===== src/hdl/i2crp_pkg.sv =====
package i2crp_pkg;

  // Event kinds on the input channel.
  localparam logic [1:0] MODE_START = 2'd0;
  localparam logic [1:0] MODE_STOP  = 2'd1;
  localparam logic [1:0] MODE_SHIFT = 2'd2;

  // Sequencer phases.
  localparam int unsigned PhaseW = 3;
  localparam logic [PhaseW-1:0] PH_IDLE     = 3'd0;
  localparam logic [PhaseW-1:0] PH_ADDR     = 3'd1;
  localparam logic [PhaseW-1:0] PH_SEND     = 3'd2;
  localparam logic [PhaseW-1:0] PH_REQ_ACK  = 3'd3;
  localparam logic [PhaseW-1:0] PH_CHK_ACK  = 3'd4;
  localparam logic [PhaseW-1:0] PH_REQ_DATA = 3'd5;
  localparam logic [PhaseW-1:0] PH_GET_DATA = 3'd6;

  // Bus actions requested from the shift logic.
  localparam logic [2:0] ACT_NONE       = 3'd0;
  localparam logic [2:0] ACT_WAIT       = 3'd1;
  localparam logic [2:0] ACT_RX_ADDR    = 3'd2;
  localparam logic [2:0] ACT_SEND_ACK   = 3'd3;
  localparam logic [2:0] ACT_SAMPLE_ACK = 3'd4;
  localparam logic [2:0] ACT_TX         = 3'd5;
  localparam logic [2:0] ACT_RX_DATA    = 3'd6;

  // Notices reported with a result beat.
  localparam logic [1:0] NOTE_NONE      = 2'd0;
  localparam logic [1:0] NOTE_ADDRESSED = 2'd1;
  localparam logic [1:0] NOTE_FRESH     = 2'd2;
  localparam logic [1:0] NOTE_REPEATED  = 2'd3;

  localparam logic [7:0] GENERAL_CALL = 8'h00;

  typedef struct packed {
    logic [1:0] mode;
    logic [7:0] bus_byte;
    logic       start_held;
    logic [7:0] read_data;
  } evt_t;

  typedef struct packed {
    logic [2:0] action;
    logic [7:0] tx_byte;
    logic [7:0] reg_index;
    logic       read_strobe;
    logic       write_strobe;
    logic [7:0] write_value;
    logic [1:0] notice;
  } res_t;

endpackage


===== src/hdl/i2crp_if.sv =====
interface i2crp_evt_if;
  logic       valid;
  logic       ready;
  logic [1:0] mode;
  logic [7:0] bus_byte;
  logic       start_held;
  logic [7:0] read_data;

  modport source (output valid, output mode, output bus_byte, output start_held,
                  output read_data, input ready);
  modport sink (input valid, input mode, input bus_byte, input start_held,
                input read_data, output ready);
endinterface

interface i2crp_res_if;
  logic       valid;
  logic       ready;
  logic [2:0] action;
  logic [7:0] tx_byte;
  logic [7:0] reg_index;
  logic       read_strobe;
  logic       write_strobe;
  logic [7:0] write_value;
  logic [1:0] notice;

  modport source (output valid, output action, output tx_byte, output reg_index,
                  output read_strobe, output write_strobe, output write_value,
                  output notice, input ready);
  modport sink (input valid, input action, input tx_byte, input reg_index,
                input read_strobe, input write_strobe, input write_value,
                input notice, output ready);
endinterface


===== src/hdl/i2c_target_register_pointer_fsm.sv =====
// Channel   Dir  Fields                                        Handshake
// evt_i     in   mode, bus_byte, start_held, read_data         valid/ready
// res_o     out  action, tx_byte, reg_index, read_strobe,      valid/ready
//                write_strobe, write_value, notice
// cfg       in   cfg_wdata_i (own address)                     cfg_we_i
//
// One beat is taken per cycle unless a stalled result keeps the event register full;
// a result follows its beat through the event register, then the result register.
// The sequencer state updates in the cycle an event moves into the result register.
// A stalled result holds; the event register still takes one more beat behind it.
// rst_ni clears the state, the own address and both valid flags asynchronously.
module i2c_target_register_pointer_fsm (
  input  logic     clk_i,
  input  logic     rst_ni,
  input  logic     cfg_we_i,
  input  logic [6:0] cfg_wdata_i,
  i2crp_evt_if.sink   evt_i,
  i2crp_res_if.source res_o
);
  import i2crp_pkg::*;

  evt_t evt_q;
  logic evt_vld_q, evt_vld_d;
  res_t res_q, res_d;
  logic res_vld_q, res_vld_d;
  logic advance;
  logic evt_take;

  assign advance     = evt_vld_q && (!res_vld_q || res_o.ready);
  assign evt_i.ready = !evt_vld_q || advance;
  assign evt_take    = evt_i.valid && evt_i.ready;
  assign evt_vld_d   = evt_take || (evt_vld_q && !advance);
  assign res_vld_d   = advance || (res_vld_q && !res_o.ready);

  i2crp_core u_core (
    .clk_i      (clk_i),
    .rst_ni     (rst_ni),
    .cfg_we_i   (cfg_we_i),
    .cfg_wdata_i(cfg_wdata_i),
    .step_en_i  (advance),
    .evt_i      (evt_q),
    .res_o      (res_d)
  );

  always_ff @(posedge clk_i or negedge rst_ni) begin
    if (!rst_ni) begin
      evt_vld_q <= 1'b0;
      res_vld_q <= 1'b0;
    end else begin
      evt_vld_q <= evt_vld_d;
      res_vld_q <= res_vld_d;
    end
  end

  always_ff @(posedge clk_i) begin
    if (evt_take) begin
      evt_q.mode       <= evt_i.mode;
      evt_q.bus_byte   <= evt_i.bus_byte;
      evt_q.start_held <= evt_i.start_held;
      evt_q.read_data  <= evt_i.read_data;
    end
    if (advance) begin
      res_q <= res_d;
    end
  end

  assign res_o.valid        = res_vld_q;
  assign res_o.action       = res_q.action;
  assign res_o.tx_byte      = res_q.tx_byte;
  assign res_o.reg_index    = res_q.reg_index;
  assign res_o.read_strobe  = res_q.read_strobe;
  assign res_o.write_strobe = res_q.write_strobe;
  assign res_o.write_value  = res_q.write_value;
  assign res_o.notice       = res_q.notice;

endmodule


===== src/hdl/i2crp_core.sv =====
module i2crp_core (
  input  logic           clk_i,
  input  logic           rst_ni,
  input  logic           cfg_we_i,
  input  logic [6:0]     cfg_wdata_i,
  input  logic           step_en_i,
  input  i2crp_pkg::evt_t evt_i,
  output i2crp_pkg::res_t res_o
);
  import i2crp_pkg::*;

  logic [6:0]        own_addr_q;
  logic [PhaseW-1:0] phase_q, phase_d;
  logic [7:0]        ptr_q, ptr_d;
  logic [7:0]        wr_cnt_q, wr_cnt_d;
  logic              stop_pend_q, stop_pend_d;
  logic              addr_hit;
  logic              nack;

  assign addr_hit = (evt_i.bus_byte == GENERAL_CALL) || (evt_i.bus_byte[7:1] == own_addr_q);
  assign nack     = (evt_i.bus_byte != 8'h00);

  always_comb begin
    phase_d     = phase_q;
    ptr_d       = ptr_q;
    wr_cnt_d    = wr_cnt_q;
    stop_pend_d = stop_pend_q;
    res_o       = '0;

    unique case (evt_i.mode)
      MODE_START: begin
        if (stop_pend_q) begin
          ptr_d        = '0;
          wr_cnt_d     = '0;
          res_o.notice = NOTE_FRESH;
        end else begin
          res_o.notice = NOTE_REPEATED;
        end
        stop_pend_d = 1'b0;
        if (evt_i.start_held) begin
          phase_d      = PH_ADDR;
          res_o.action = ACT_RX_ADDR;
        end else begin
          phase_d      = PH_IDLE;
          res_o.action = ACT_WAIT;
        end
      end
      MODE_STOP: begin
        stop_pend_d  = 1'b1;
        phase_d      = PH_IDLE;
        res_o.action = ACT_WAIT;
      end
      MODE_SHIFT: begin
        unique case (phase_q)
          PH_ADDR: begin
            if (addr_hit) begin
              phase_d      = evt_i.bus_byte[0] ? PH_SEND : PH_REQ_DATA;
              res_o.action = ACT_SEND_ACK;
              res_o.notice = NOTE_ADDRESSED;
            end else begin
              phase_d      = PH_IDLE;
              res_o.action = ACT_WAIT;
            end
          end
          PH_SEND, PH_CHK_ACK: begin
            // A nonzero ack sample is a NACK and ends the read.
            if (phase_q == PH_CHK_ACK && nack) begin
              phase_d      = PH_IDLE;
              res_o.action = ACT_WAIT;
            end else begin
              res_o.action      = ACT_TX;
              res_o.tx_byte     = evt_i.read_data;
              res_o.reg_index   = ptr_q;
              res_o.read_strobe = 1'b1;
              ptr_d             = ptr_q + 8'd1;
              phase_d           = PH_REQ_ACK;
            end
          end
          PH_REQ_ACK: begin
            phase_d      = PH_CHK_ACK;
            res_o.action = ACT_SAMPLE_ACK;
          end
          PH_REQ_DATA: begin
            phase_d      = PH_GET_DATA;
            res_o.action = ACT_RX_DATA;
          end
          PH_GET_DATA: begin
            // A data byte taken while the write count is zero loads the register pointer.
            if (wr_cnt_q == 8'd0) begin
              ptr_d = evt_i.bus_byte;
            end else begin
              res_o.reg_index    = ptr_q;
              res_o.write_strobe = 1'b1;
              res_o.write_value  = evt_i.bus_byte;
              ptr_d              = ptr_q + 8'd1;
            end
            wr_cnt_d     = wr_cnt_q + 8'd1;
            phase_d      = PH_REQ_DATA;
            res_o.action = ACT_SEND_ACK;
          end
          default: begin
            phase_d      = PH_IDLE;
            res_o.action = ACT_NONE;
          end
        endcase
      end
      default: begin
        res_o.action = ACT_NONE;
      end
    endcase
  end

  always_ff @(posedge clk_i or negedge rst_ni) begin
    if (!rst_ni) begin
      own_addr_q  <= '0;
      phase_q     <= PH_IDLE;
      ptr_q       <= '0;
      wr_cnt_q    <= '0;
      stop_pend_q <= 1'b0;
    end else begin
      if (cfg_we_i) begin
        own_addr_q <= cfg_wdata_i;
      end
      if (step_en_i) begin
        phase_q     <= phase_d;
        ptr_q       <= ptr_d;
        wr_cnt_q    <= wr_cnt_d;
        stop_pend_q <= stop_pend_d;
      end
    end
  end

`ifndef SYNTHESIS
  a_phase_legal: assert property (@(posedge clk_i) disable iff (!rst_ni)
    phase_q != 3'd7)
    else $error("sequencer reached an unused phase");

  a_stop_sets_pending: assert property (@(posedge clk_i) disable iff (!rst_ni)
    step_en_i && evt_i.mode == MODE_STOP |=> stop_pend_q && phase_q == PH_IDLE)
    else $error("stop did not leave the sequencer idle with a pending stop");

  a_write_after_ptr: assert property (@(posedge clk_i) disable iff (!rst_ni)
    step_en_i && res_o.write_strobe |-> wr_cnt_q != 8'd0 && phase_q == PH_GET_DATA)
    else $error("register write before the pointer byte");

  a_read_is_tx: assert property (@(posedge clk_i) disable iff (!rst_ni)
    step_en_i && res_o.read_strobe |=> phase_q == PH_REQ_ACK && ptr_q == $past(ptr_q) + 8'd1)
    else $error("transmit did not advance the pointer");
`endif

endmodule


===== src/flat_wrapper.sv =====
// flat-port wrapper written by rule: the top's interface ports become plain ports
module i2c_target_register_pointer_fsm_flat import i2crp_pkg::*;
  (clk_i, rst_ni, cfg_we_i, cfg_wdata_i, evt_i_valid, evt_i_mode, evt_i_bus_byte, evt_i_start_held, evt_i_read_data, evt_i_ready, res_o_valid, res_o_action, res_o_tx_byte, res_o_reg_index, res_o_read_strobe, res_o_write_strobe, res_o_write_value, res_o_notice, res_o_ready);
  i2crp_evt_if evt_i_i ();
  i2crp_res_if res_o_i ();
  input  logic clk_i;
  input  logic rst_ni;
  input  logic cfg_we_i;
  input  logic [6:0] cfg_wdata_i;
  input wire logic [$bits(evt_i_i.valid)-1:0] evt_i_valid;
  input wire logic [$bits(evt_i_i.mode)-1:0] evt_i_mode;
  input wire logic [$bits(evt_i_i.bus_byte)-1:0] evt_i_bus_byte;
  input wire logic [$bits(evt_i_i.start_held)-1:0] evt_i_start_held;
  input wire logic [$bits(evt_i_i.read_data)-1:0] evt_i_read_data;
  output wire logic [$bits(evt_i_i.ready)-1:0] evt_i_ready;
  output wire logic [$bits(res_o_i.valid)-1:0] res_o_valid;
  output wire logic [$bits(res_o_i.action)-1:0] res_o_action;
  output wire logic [$bits(res_o_i.tx_byte)-1:0] res_o_tx_byte;
  output wire logic [$bits(res_o_i.reg_index)-1:0] res_o_reg_index;
  output wire logic [$bits(res_o_i.read_strobe)-1:0] res_o_read_strobe;
  output wire logic [$bits(res_o_i.write_strobe)-1:0] res_o_write_strobe;
  output wire logic [$bits(res_o_i.write_value)-1:0] res_o_write_value;
  output wire logic [$bits(res_o_i.notice)-1:0] res_o_notice;
  input wire logic [$bits(res_o_i.ready)-1:0] res_o_ready;
  assign evt_i_i.valid = evt_i_valid;
  assign evt_i_i.mode = evt_i_mode;
  assign evt_i_i.bus_byte = evt_i_bus_byte;
  assign evt_i_i.start_held = evt_i_start_held;
  assign evt_i_i.read_data = evt_i_read_data;
  assign evt_i_ready = evt_i_i.ready;
  assign res_o_valid = res_o_i.valid;
  assign res_o_action = res_o_i.action;
  assign res_o_tx_byte = res_o_i.tx_byte;
  assign res_o_reg_index = res_o_i.reg_index;
  assign res_o_read_strobe = res_o_i.read_strobe;
  assign res_o_write_strobe = res_o_i.write_strobe;
  assign res_o_write_value = res_o_i.write_value;
  assign res_o_notice = res_o_i.notice;
  assign res_o_i.ready = res_o_ready;
  i2c_target_register_pointer_fsm u_core (.clk_i(clk_i), .rst_ni(rst_ni), .cfg_we_i(cfg_we_i), .cfg_wdata_i(cfg_wdata_i), .evt_i(evt_i_i), .res_o(res_o_i));
endmodule

===== config.mk =====
export PLATFORM = sky130hd
export DESIGN_NAME = i2c_target_register_pointer_fsm_flat
export DESIGN_NICKNAME = d
export VERILOG_FILES = /design/src/hdl/i2crp_pkg.sv /design/src/hdl/i2crp_if.sv /design/src/hdl/i2c_target_register_pointer_fsm.sv /design/src/hdl/i2crp_core.sv /design/src/flat_wrapper.sv
export SDC_FILE = /design/constraint.sdc
export NUM_CORES = 1
export LEC_CHECK = 0
export ABC_AREA = 1
export BUFFER_PORTS_ARGS = -buffer_cell sky130_fd_sc_hd__buf_2
export CAP_MARGIN = 20
export CELL_PAD_IN_SITES_DETAIL_PLACEMENT = 0
export CELL_PAD_IN_SITES_GLOBAL_PLACEMENT = 2
export CORE_UTILIZATION = 35
export DETAILED_ROUTE_END_ITERATION = 10
export PLACE_DENSITY_LB_ADDON = 0.1
export SYNTH_ARGS = -nofsm -noshare
export SYNTH_HDL_FRONTEND = slang
export SYNTH_SLANG_ARGS = --single-unit

===== constraint.sdc =====
create_clock -name clk_i -period 2.8 [get_ports clk_i]
set_clock_uncertainty 0.1 [all_clocks]
set_input_delay 0 -clock clk_i [delete_from_list [all_inputs] [get_ports clk_i]]
set_output_delay 0 -clock clk_i [all_outputs]
set_load 0.01 [all_outputs]

After elaboration in Yosys (flattened, before gate mapping)
Cells that the tools add are included.
{"block": "op_classes", "n_mul": 0, "bitwise_logic": 3, "mux": 27, "n_lt_le_gt_ge": 0, "shifts": 0, "add_sub_neg": 2, "reduce_logical": 30, "div": 0, "eq_ne": 13}
{"cell": "8-bit one-hot mux with 2 select lines", "count": 4}
{"cell": "8-bit two-way mux", "count": 5}
{"cell": "3-bit one-hot mux with 5 select lines", "count": 2}
{"cell": "9-bit two-way mux", "count": 2}
{"cell": "3-bit one-hot mux with 3 select lines", "count": 2}
{"cell": "8-bit by 1-bit adder with 8-bit output, second input constant", "count": 2}
{"cell": "8-bit logical NOT", "count": 2}
{"cell": "3-bit == test, second input constant", "count": 3}
{"cell": "3-bit two-way mux", "count": 3}
{"cell": "2-bit two-way mux", "count": 4}
{"cell": "2-bit AND reduction", "count": 4}
{"cell": "8-bit nonzero test", "count": 1}
{"cell": "7-bit == test", "count": 1}
{"cell": "3-bit by 2-bit == test with 1-bit output, second input constant", "count": 2}
{"cell": "3-bit OR reduction", "count": 2}
{"cell": "1-bit logical AND", "count": 5}
{"cell": "1-bit logical OR", "count": 5}
{"cell": "5-bit AND reduction", "count": 1}
{"cell": "1-bit logical NOT", "count": 4}
{"cell": "2-bit one-hot mux with 2 select lines", "count": 1}
{"cell": "4-bit AND reduction", "count": 1}
{"cell": "2-bit nonzero test", "count": 2}
{"cell": "3-bit by 1-bit == test with 1-bit output, second input constant", "count": 1}
{"cell": "1-bit two-way mux", "count": 3}
{"cell": "other kinds (11)", "count": 13}
{"block": "word_totals", "in_bits": 31, "latchBits": 0, "memories": 0, "register_bits": 79, "ram_bits": 0, "elab_cells": 93, "romBits": 0}

Longest topological paths before layout
Gate-level depths: netlist (run 1).
{"block": "logic_depth", "ltp_word": 6, "ltp_mapped": 11, "ltp_nobuf": 11}

By module
Synthesis (run 1) repeated with hierarchy kept, for this count alone.
{"block": "hier_totals", "cells_unflattened": 367, "area_unflattened_um2": 3611.0}
{"mod": "i2crp_core", "cells_per_inst": 305, "instances": 1, "area_per_inst_um2": 2014.4}
{"mod": "i2c_target_register_pointer_fsm", "cells_per_inst": 62, "instances": 1, "area_per_inst_um2": 1596.5}

Worst setup path before layout (run 1)
No wires, ideal clock.
{"block": "synth_timing", "path_kind": "reg2reg", "startpoint": "reg u_core.res_vld_q, in the netlist u_core.res_o.valid", "endpoint": "reg u_core.u_core.ptr_q[3]", "setup_ps": 74, "setup_slack_ps": 534, "period_less_slack_ps": 2266, "path_buffers": 0, "stages_incl_launch_ff": 10, "arrival_time_ps": 2092, "path_cell_list": "dfrtp_1 -> nand2_1 -> nand2_1 -> inv_1 -> nand2_1 -> o21ai_4 -> o21ai_4 -> inv_6 -> nand3_2 -> o21ai_2"}
{"block": "synth_via", "elab_chain_len": 4}
{"item": "start: declaration", "line": "i2c_target_register_pointer_fsm.sv:25", "text": "logic res_vld_q, res_vld_d;"}
{"item": "start signal: assignment", "line": "i2c_target_register_pointer_fsm.sv:51", "text": "res_vld_q <= res_vld_d;"}
{"item": "1-bit logical NOT", "line": "i2c_target_register_pointer_fsm.sv:29", "text": "assign advance = evt_vld_q && (!res_vld_q || res_o.ready);"}
{"item": "1-bit logical OR", "line": "i2c_target_register_pointer_fsm.sv:29"}
{"item": "1-bit logical AND", "line": "i2c_target_register_pointer_fsm.sv:29"}
{"item": "via u_core.advance", "line": "i2c_target_register_pointer_fsm.sv:26", "text": "logic advance;"}
{"item": "5-bit AND reduction (no line)"}
{"item": "end signal: assignment", "line": "i2crp_core.sv:126", "text": "ptr_q <= ptr_d;"}
{"item": "end: declaration", "line": "i2crp_core.sv:14", "text": "logic [7:0] ptr_q, ptr_d;"}
The timed path passes the listed nets, and every way through them passes these cells.
A chain may end at the register's enable or synchronous reset.

Final worst setup path (run 1)
{"block": "layout_timing", "startpoint": "reg u_core.evt_q[17] in the netlist's numbering", "endpoint": "reg u_core.u_core.ptr_q[1]"}
{"block": "layout_via", "elab_chain_len": 3, "elab_cells_between_ends": 8, "classes_between": "eq/ne: 4; mux: 1; reduce/logical: 3"}
{"item": "start: declaration", "line": "i2c_target_register_pointer_fsm.sv:22", "text": "evt_t evt_q;"}
{"item": "2-bit == test / 2-bit logical NOT (equally long branches)", "line": "i2crp_core.sv:30", "text": "unique case (evt_i.mode)"}
{"item": "3-bit by 1-bit != test with 1-bit output (no line), or another cell as far along"}
{"item": "5-bit AND reduction (no line)"}
Parallel ways exist; a longest one is shown, timed or not.

==> impl_metrics.py, run 1 <==
metrics = {
    "finish": {
        "final_cell_area_sq_mm": 0.00487,
        "nets": 528,
        "antennaDiodeCount": 0,
        "synthToLayoutAreaGrowth_pct": 29.7,
        "drive_gt1_share_pct": 24.2,
    },
    "yosys": {
        "most_area_hungry_cell_type_in_the_yosys_netlist": "sky130_fd_sc_hd__edfxtp_1",
        "async_flop_share_pct": 36.7,
        "synth_enable_flop_cells": 50,
        "postSynthCellCount": 372,
        "yosysWarnings": 0,
        "syn_area_sq_mm": 0.00376,
        "post_synthesis_area_per_instance_sq_um": 10.1,
        "synth.top_cells.by_area": "sky130_fd_sc_hd__edfxtp_1, sky130_fd_sc_hd__dfrtp_1, sky130_fd_sc_hd__nand2_1",
        "synth_top_area_share_pct": 40.0,
        "yosysSeqAreaShare_pct": 59.3,
        "net_count_synth": 410,
        "synth_top_flop_cell": "sky130_fd_sc_hd__edfxtp_1",
        "synth.top_cells.by_count": "sky130_fd_sc_hd__nand2_1, sky130_fd_sc_hd__inv_1, sky130_fd_sc_hd__edfxtp_1",
        "dominant_cell_by_count_in_the_synthesized_netlist": "sky130_fd_sc_hd__nand2_1",
        "ys_ff_latch": 79,
        "synthDistinctLibCells": 39,
    },
    "pwr": {
        "p_per_area_mw_per_mm2": 531,
        "sequentialPowerShare_pct": 53.5,
        "irDropWorstVdd_mv": 0.220,
        "cellLeakagePower_nw": 2.21,
        "sw_frac_of_total_pct": 28.1,
        "power.internal_w": 0.00186,
        "clock_power_share_pct": 31.2,
        "net-switching-power_w": 0.000728,
        "combinationalPowerShare_pct": 15.3,
    },
    "worst_setup_path": {
        "worstPathRequired_ns": 2.97,
        "timing_worst_setup_path_type": "reg -> reg",
        "crit_chain": "inv_1 > ha_1 > buf_4 > nor2_1 > nor2_2 > nand2_1 > o21ai_4 > nand3_2 > o22ai_1",
        "timing.critical_path.slowest_cell_delay_ns": 0.42,
        "crit_slowest_cell": "sky130_fd_sc_hd__edfxtp_1",
        "critical_path.max_fanout": 9,
        "endpoint_kind": "flip-flop",
        "critPathLaunchType": "flip-flop",
        "worst-r2r-cell-count": 9,
        "worstPathArrival_ns": 2.19,
    },
    "clock_tree": {
        "number_of_h_tree_branching_levels": 3,
        "cts.path.max_buffers": 2,
        "cts_root_buffer": "sky130_fd_sc_hd__clkbuf_8",
        "cts.sinks": 79,
        "clkLatencyLatePin_ns": 0.35,
        "cts_tree": "yes",
        "cts_setup_buffers": 0,
        "tritoncts.num_buffers": 9,
        "clk_pin_slew_ns": 0.09,
    },
    "timing": {
        "timing_hold_violations_final": 0,
        "max-slew-margin-rel_pct": 48.1,
        "totalNegativeSetupSlack_ns": 0,
        "tightestPinTransition_ns": 0.778,
        "layout_min_cycle_time_ns": 2.02,
        "max_clock_freq_mhz": 494,
        "final-max-slew-violation-count": 0,
        "finalCritPeriodShare_pct": 72.3,
        "setup_viol": 0,
        "rsz_0062_raised_after_global_routing": "no",
    },
    "placed_design": {
        "place_area_sq_mm": 0.00424,
        "buffer_ports.inserted": 63,
        "dp_hpwl_microns": 5850,
        "place_congestion": 0.751,
    },
    "drt": {
        "drc_violation_count_after_routing": 0,
        "ant_nets": 0,
        "initialDrtViolationCount": 91,
        "via_count": 2820,
        "wirelength_microns": 8060,
        "firstDrtPassIters": 4,
        "wl_per_cell_microns": 12.8,
        "vias_per_cell": 4.47,
    },
    "hold_path": {
        "hp-class": "in -> async",
    },
    "flow_run": {
        "timing.max_cap.violations": 0,
    },
    "global_routing": {
        "maximum_number_of_pins_on_one_net_before_global_route_repair": 30,
        "globalRouteOverflowTotal": 0,
        "grt_pass1_vias": 2783,
        "grt.total_usage_pct": 15.4,
        "antenna_found_initial": 0,
        "wire_length_of_the_first_global_routing_pass_microns": 13300,
    },
    "floorplan": {
        "fp.dieArea_sq_mm": 0.0112,
        "core_area_sq_mm": 0.0104,
        "floorplan.initialDensity_pct": 36.2,
        "floorplan.die.height_microns": 106,
        "rows": 37,
        "floorplan.die.width_microns": 106,
        "num_io_pins": 64,
    },
    "outcome": {
        "outcome": "completed",
    },
}
worst max-delay path: cells and delay by family, from the launching register on:
kind	cells	cell delay (ns)
AND/OR/NAND/NOR	4	0.53
buffers and inverters	2	0.29
AO/OA/AOI/OAI	2	0.41
adder cells (fa/ha/maj)	1	0.17
flip-flops	1	0.42
cell usage in the layout (no fill, tap or decap), types with 2 or more instances in the layout:
cell type / synthesis / final
sky130_fd_sc_hd__a21oi_1: 6 / 6
sky130_fd_sc_hd__a21oi_2: 2 / 2
sky130_fd_sc_hd__buf_2: 0 / 63
sky130_fd_sc_hd__buf_4: 2 / 4
sky130_fd_sc_hd__clkbuf_8: 0 / 10
sky130_fd_sc_hd__clkinv_4: 0 / 2
sky130_fd_sc_hd__clkinvlp_4: 0 / 2
sky130_fd_sc_hd__dfrtp_1: 29 / 29
sky130_fd_sc_hd__dlygate4sd3_1: 0 / 44
sky130_fd_sc_hd__edfxtp_1: 50 / 50
sky130_fd_sc_hd__ha_1: 7 / 7
sky130_fd_sc_hd__inv_1: 58 / 58
sky130_fd_sc_hd__inv_2: 4 / 4
sky130_fd_sc_hd__inv_6: 1 / 2
sky130_fd_sc_hd__nand2_1: 72 / 72
sky130_fd_sc_hd__nand2_2: 2 / 2
sky130_fd_sc_hd__nand2_4: 2 / 2
sky130_fd_sc_hd__nand3_1: 14 / 14
sky130_fd_sc_hd__nand3_2: 3 / 3
sky130_fd_sc_hd__nand3_4: 2 / 2
sky130_fd_sc_hd__nand4_1: 2 / 2
sky130_fd_sc_hd__nor2_1: 38 / 38
sky130_fd_sc_hd__nor2_2: 2 / 2
sky130_fd_sc_hd__nor2_4: 3 / 3
sky130_fd_sc_hd__nor3_1: 13 / 13
sky130_fd_sc_hd__nor3_2: 6 / 6
sky130_fd_sc_hd__o21ai_0: 21 / 21
sky130_fd_sc_hd__o21ai_1: 5 / 5
sky130_fd_sc_hd__o21ai_2: 3 / 3
sky130_fd_sc_hd__o21ai_4: 2 / 2
sky130_fd_sc_hd__o22ai_1: 6 / 6
sky130_fd_sc_hd__o31ai_1: 3 / 3
sky130_fd_sc_hd__xor2_1: 3 / 3
path summary, 6_finish.rpt:
path,from,to,slack (ns)
max,u_core.evt_q[17],u_core.u_core.ptr_q[1],0.78
min,rst_ni,u_core.u_core.wr_cnt_q[4],0.13
max reg2reg,u_core.evt_q[17],u_core.u_core.ptr_q[1],0.78
min reg2reg,u_core.u_core.wr_cnt_q[6],u_core.u_core.wr_cnt_q[6],0.40
max in group asynchronous,rst_ni,u_core.u_core.own_addr_q[5],2.00
min in group clk_i,evt_i_bus_byte[5],u_core.evt_q[14],0.25
sequential cells by signal, indices dropped and copies added (netlist names):
name                       flops
u_core.evt_q                  19
u_core.evt_vld_q               1
u_core.res_o.action            3
u_core.res_o.notice            2
u_core.res_o.read_strobe       1
u_core.res_o.reg_index         8
u_core.res_o.tx_byte           8
u_core.res_o.valid             1
u_core.res_o.write_strobe      1
u_core.res_o.write_value       8
u_core.u_core.own_addr_q       7
u_core.u_core.phase_q          3
u_core.u_core.ptr_q            8
u_core.u_core.stop_pend_q      1
u_core.u_core.wr_cnt_q         8
routing by layer:
| layer | up-vias | GRT usage [%] | part of all wire (%) |
|---|---|---|---|
| met2 | 54 | 25.1 | 46 |
| met1 | 1300 | 20.6 | 50 |
| met3 | 7 | 2.97 | 2.9 |
| met5 | - | 0 | 0 |
| li1 | 1459 | - | - |
| met4 | 0 | 5.06 | 1.0 |
final cells by class:
class	count	area, sq um
multi-input cells	225	1250
fillers	1033	5500
inverters	64	246
repair buffers	111	786
flip-flops and latches	79	2230
well taps	136	170
clock buffers	10	138
clock inverters	6	52.6
power by group through the flow:
stage,sequential [W],clock [W],combinational (W)
finish,0.00138,0.000808,0.000395
global route,0.00139,0.000884,0.000451
CTS,0.00138,0.000841,0.000401
detailed placement,0.00141,0,0.000347
global placement,0.00141,0,0.000347
floorplan,0.00142,0,0.000209
repair_timing:
item / 4_1_cts / 5_1_grt
endpoints found under the setup margin: 0 / 0
endpoints found under the hold margin: 57 / 0
hold buffers: 44 / 0
gates resized for setup: 0 / 0
per-stage QoR:
stage	cells	setup WS (ns)	total power (W)	utilization, %	hold slack (ns)
3_5_place_dp	571	0.798	0.00176	40.9	0.00868
6_report	631	0.776	0.00259	47.0	0.133
3_3_place_gp	571	0.830	0.00176	40.9	0.00545
4_1_cts	631	0.756	0.00263	47.0	0.159
5_1_grt	631	0.608	0.00273	47.0	0.188
2_1_floorplan	372	0.534	0.00163	-	-0.396
cell families after synthesis:
| family | after synthesis | share of synthesized area [%] |
|---|---|---|
| buffers and inverters | 68 | 7.36 |
| AND/OR/NAND/NOR | 166 | 22.2 |
| adder cells (fa/ha/maj) | 7 | 2.33 |
| flip-flops | 79 | 59.3 |
| XOR/XNOR | 3 | 0.699 |
| AO/OA/AOI/OAI | 49 | 8.09 |
Note: power is estimated with default switching activity, not from simulation.
==> run 2: changes to the inputs <==
--- a/config.mk
+++ b/config.mk
@@ -10,7 +10,7 @@
 export CAP_MARGIN = 20
 export CELL_PAD_IN_SITES_DETAIL_PLACEMENT = 0
 export CELL_PAD_IN_SITES_GLOBAL_PLACEMENT = 2
-export CORE_UTILIZATION = 35
+export CORE_UTILIZATION = 32
 export DETAILED_ROUTE_END_ITERATION = 10
 export PLACE_DENSITY_LB_ADDON = 0.1
 export SYNTH_ARGS = -nofsm -noshare
==> constraint.sdc (replaced) <==
create_clock -name clk_i -period 1.8 [get_ports clk_i]
set_clock_uncertainty 0.1 [all_clocks]
set_input_delay 0 -clock clk_i [delete_from_list [all_inputs] [get_ports clk_i]]
set_output_delay 0 -clock clk_i [all_outputs]
set_load 0.01 [all_outputs]
==> run 2 against run 1 <==
The run now ends with hold timing left. Via count is 6.8% higher. Flip-flop and latch count stayed put. Non-clock buffer count is 34 higher. Maximum frequency is 13% higher. Hold slack worse by 0.21 ns. Clock-buffer cell count is 1 lower. Critical endpoint is now u_core.res_o.reg_index[7]. Combinational power is 120% higher. Largest power group unchanged. Cell area is 13% higher. Register-to-register slack worse by 0.77 ns. Global-route usage is 0.52 points higher. Critical path depth stayed put. Setup slack worse by 0.77 ns.
==> impl_metrics.py, run 2 (synthesis results as in run 1) <==
metrics = {
    "placed_design": {
        "place_congestion": 0.769,
        "buffer_ports.inserted": 63,
        "place_area_sq_mm": 0.00444,
        "dp_hpwl_microns": 6020,
    },
    "pwr": {
        "sequentialPowerShare_pct": 45.4,
        "cellLeakagePower_nw": 2.56,
        "net-switching-power_w": 0.00131,
        "combinationalPowerShare_pct": 18.4,
        "sw_frac_of_total_pct": 27.6,
        "p_per_area_mw_per_mm2": 864,
        "irDropWorstVdd_mv": 0.439,
        "clock_power_share_pct": 36.2,
        "power.internal_w": 0.00344,
    },
    "outcome": {
        "failed_checks": "hold timing",
        "outcome": "finished with violations",
    },
    "finish": {
        "final_cell_mix": "sky130_fd_sc_hd__nand2_1, sky130_fd_sc_hd__buf_2, sky130_fd_sc_hd__edfxtp_1",
        "nets": 564,
        "antennaDiodeCount": 0,
        "largest_reg_flops": 19,
        "most_common_cell_after_layout_fill_and_taps_aside": "sky130_fd_sc_hd__nand2_1",
        "synthToLayoutAreaGrowth_pct": 46.4,
        "final_cell_area_sq_mm": 0.00550,
        "postLayoutCoreUtil_pct": 48.2,
        "drive_gt1_share_pct": 36.0,
        "regMostFlops": "u_core.evt_q",
    },
    "timing": {
        "layout_min_cycle_time_ns": 1.80,
        "timing.hold.ws_ns": -0.0805,
        "final-max-slew-violation-count": 0,
        "rsz_0062_raised_after_global_routing": "yes",
        "setup_viol": 0,
        "tightestPinTransition_ns": 0.748,
        "max-slew-margin-rel_pct": 50.1,
        "finalCritPeriodShare_pct": 99.9,
        "timing_hold_violations_final": 2,
        "max_clock_freq_mhz": 556,
    },
    "worst_setup_path": {
        "worstPathArrival_ns": 1.78,
        "endpoint_kind": "flip-flop",
        "worstPathRequired_ns": 1.78,
        "timing_worst_setup_path_type": "reg -> reg",
        "worstReg2RegStart": "u_core.u_core.wr_cnt_q[1]",
        "critPathLaunchType": "flip-flop",
        "critical_path.max_fanout": 8,
        "crit-reg2reg-capture": "u_core.res_o.reg_index[7]",
        "worst-r2r-cell-count": 9,
        "regToRegSetupSlack_ns": 0.002,
    },
    "floorplan": {
        "rows": 39,
        "num_io_pins": 64,
        "core_area_sq_mm": 0.0114,
        "floorplan.initialDensity_pct": 32.9,
        "fp.dieArea_sq_mm": 0.0122,
        "floorplan.die.width_microns": 110,
        "floorplan.die.height_microns": 110,
    },
    "hold_path": {
        "min_path_cells": 2,
        "hold_start": "cfg_we_i",
        "hold-path-endpoint": "u_core.u_core.own_addr_q[1]",
        "hp-class": "in -> reg",
    },
    "drt": {
        "wl_per_cell_microns": 13.0,
        "initialDrtViolationCount": 118,
        "wirelength_microns": 8770,
        "drc_violation_count_after_routing": 0,
        "ant_nets": 0,
        "via_count": 3013,
        "vias_per_cell": 4.47,
        "firstDrtPassIters": 4,
    },
    "clock_tree": {
        "clk_pin_slew_ns": 0.06,
        "cts.sinks": 79,
        "tritoncts.num_buffers": 9,
        "number_of_h_tree_branching_levels": 3,
        "cts.path.max_buffers": 2,
        "cts_root_buffer": "sky130_fd_sc_hd__clkbuf_16",
        "cts_tree": "yes",
        "clkLatencyLatePin_ns": 0.34,
    },
    "global_routing": {
        "maximum_number_of_pins_on_one_net_before_global_route_repair": 30,
        "grt_pass1_vias": 2885,
        "globalRouteOverflowTotal": 0,
        "wire_length_of_the_first_global_routing_pass_microns": 14200,
        "grt.total_usage_pct": 15.9,
        "antenna_found_initial": 0,
    },
    "flow_run": {
        "timing.max_cap.violations": 0,
    },
}
run 2: changes by cell type in the layout (fill, tap and decap cells not counted), sizes merged:
cell and delta:
clkbuf -1, nand2 +1, buf +36, inv -1, clkinv +3, dlygate4sd3 -2
run 2: worst max path at each step:
| stage | startpoint | depth (start not counted) | to |
|---|---|---|---|
| floorplan | u_core.res_o.valid | 9 | u_core.u_core.ptr_q[3] |
| global placement | u_core.evt_q[18] | 8 | u_core.u_core.wr_cnt_q[2] |
| detailed placement | u_core.evt_q[18] | 8 | u_core.u_core.ptr_q[1] |
| CTS | u_core.u_core.wr_cnt_q[1] | 8 | u_core.u_core.ptr_q[2] |
| global route | u_core.evt_q[18] | 9 | u_core.u_core.ptr_q[4] |
| finish | u_core.u_core.wr_cnt_q[1] | 9 | u_core.res_o.reg_index[7] |
run 2: final cells by class:
cell class,instances,area (sq um)
tap,143,179
timing repair buffer,145,1090
multi-input combinational,226,1460
sequential,79,2230
clock buffer,9,225
fill,1100,5920
timing repair inverter,1,3.75
clock inverter,7,58.8
inverter,64,256
run 2: critical path: stages, from the launching register on:
cell and delay (ns):
sky130_fd_sc_hd__dfrtp_1 0.39, sky130_fd_sc_hd__inv_2 0.08, sky130_fd_sc_hd__ha_4 0.12, sky130_fd_sc_hd__nand4_1 0.14, sky130_fd_sc_hd__nor3_4 0.23, sky130_fd_sc_hd__buf_12 0.15
sky130_fd_sc_hd__nor2_4 0.04, sky130_fd_sc_hd__nor2_4 0.09, sky130_fd_sc_hd__buf_12 0.15, sky130_fd_sc_hd__nor3b_2 0.05
run 2: timing repair:
| action | CTS | global route |
|---|---|---|
| hold endpoints to repair | 60 | 0 |
| pin swaps | 5 | 10 |
| hold buffers | 44 | 0 |
| buffers inserted | 2 | 14 |
| setup endpoints to repair | 11 | 43 |
| gates cloned | 1 | 1 |
| gates resized for setup | 11 | 37 |
run 2: per-stage QoR:
stage,worst slack [ns],TNS (ns),instances,total power (W)
finish,0.00200,0,674,0.00475
global route,-0.0670,-0.693,674,0.00498
CTS,-0.0127,-0.0127,661,0.00465
detailed placement,-0.0404,-0.207,598,0.00278
global placement,0.0252,0,598,0.00277
floorplan,-0.119,-0.819,372,0.00253
run 2: power groups by stage:
stage                     clock network, W  registers [W]  logic, W
after floorplan                          0        0.00220  0.000329
after global placement                   0        0.00218  0.000590
after detailed placement                 0        0.00219  0.000595
after CTS                          0.00179        0.00215  0.000700
after global routing               0.00184        0.00218  0.000966
final                              0.00172        0.00216  0.000872
run 2: layer usage:
layer | share of wire [%] | GRT usage, % | up-vias | routed length (microns)
li1 | - | - | 1539 | -
met1 | 46 | 20.8 | 1416 | 4080
met2 | 49 | 25.4 | 46 | 4300
met3 | 2.6 | 2.76 | 12 | 228
met4 | 1.9 | 7.99 | 0 | 171
met5 | 0 | 0 | - | 0
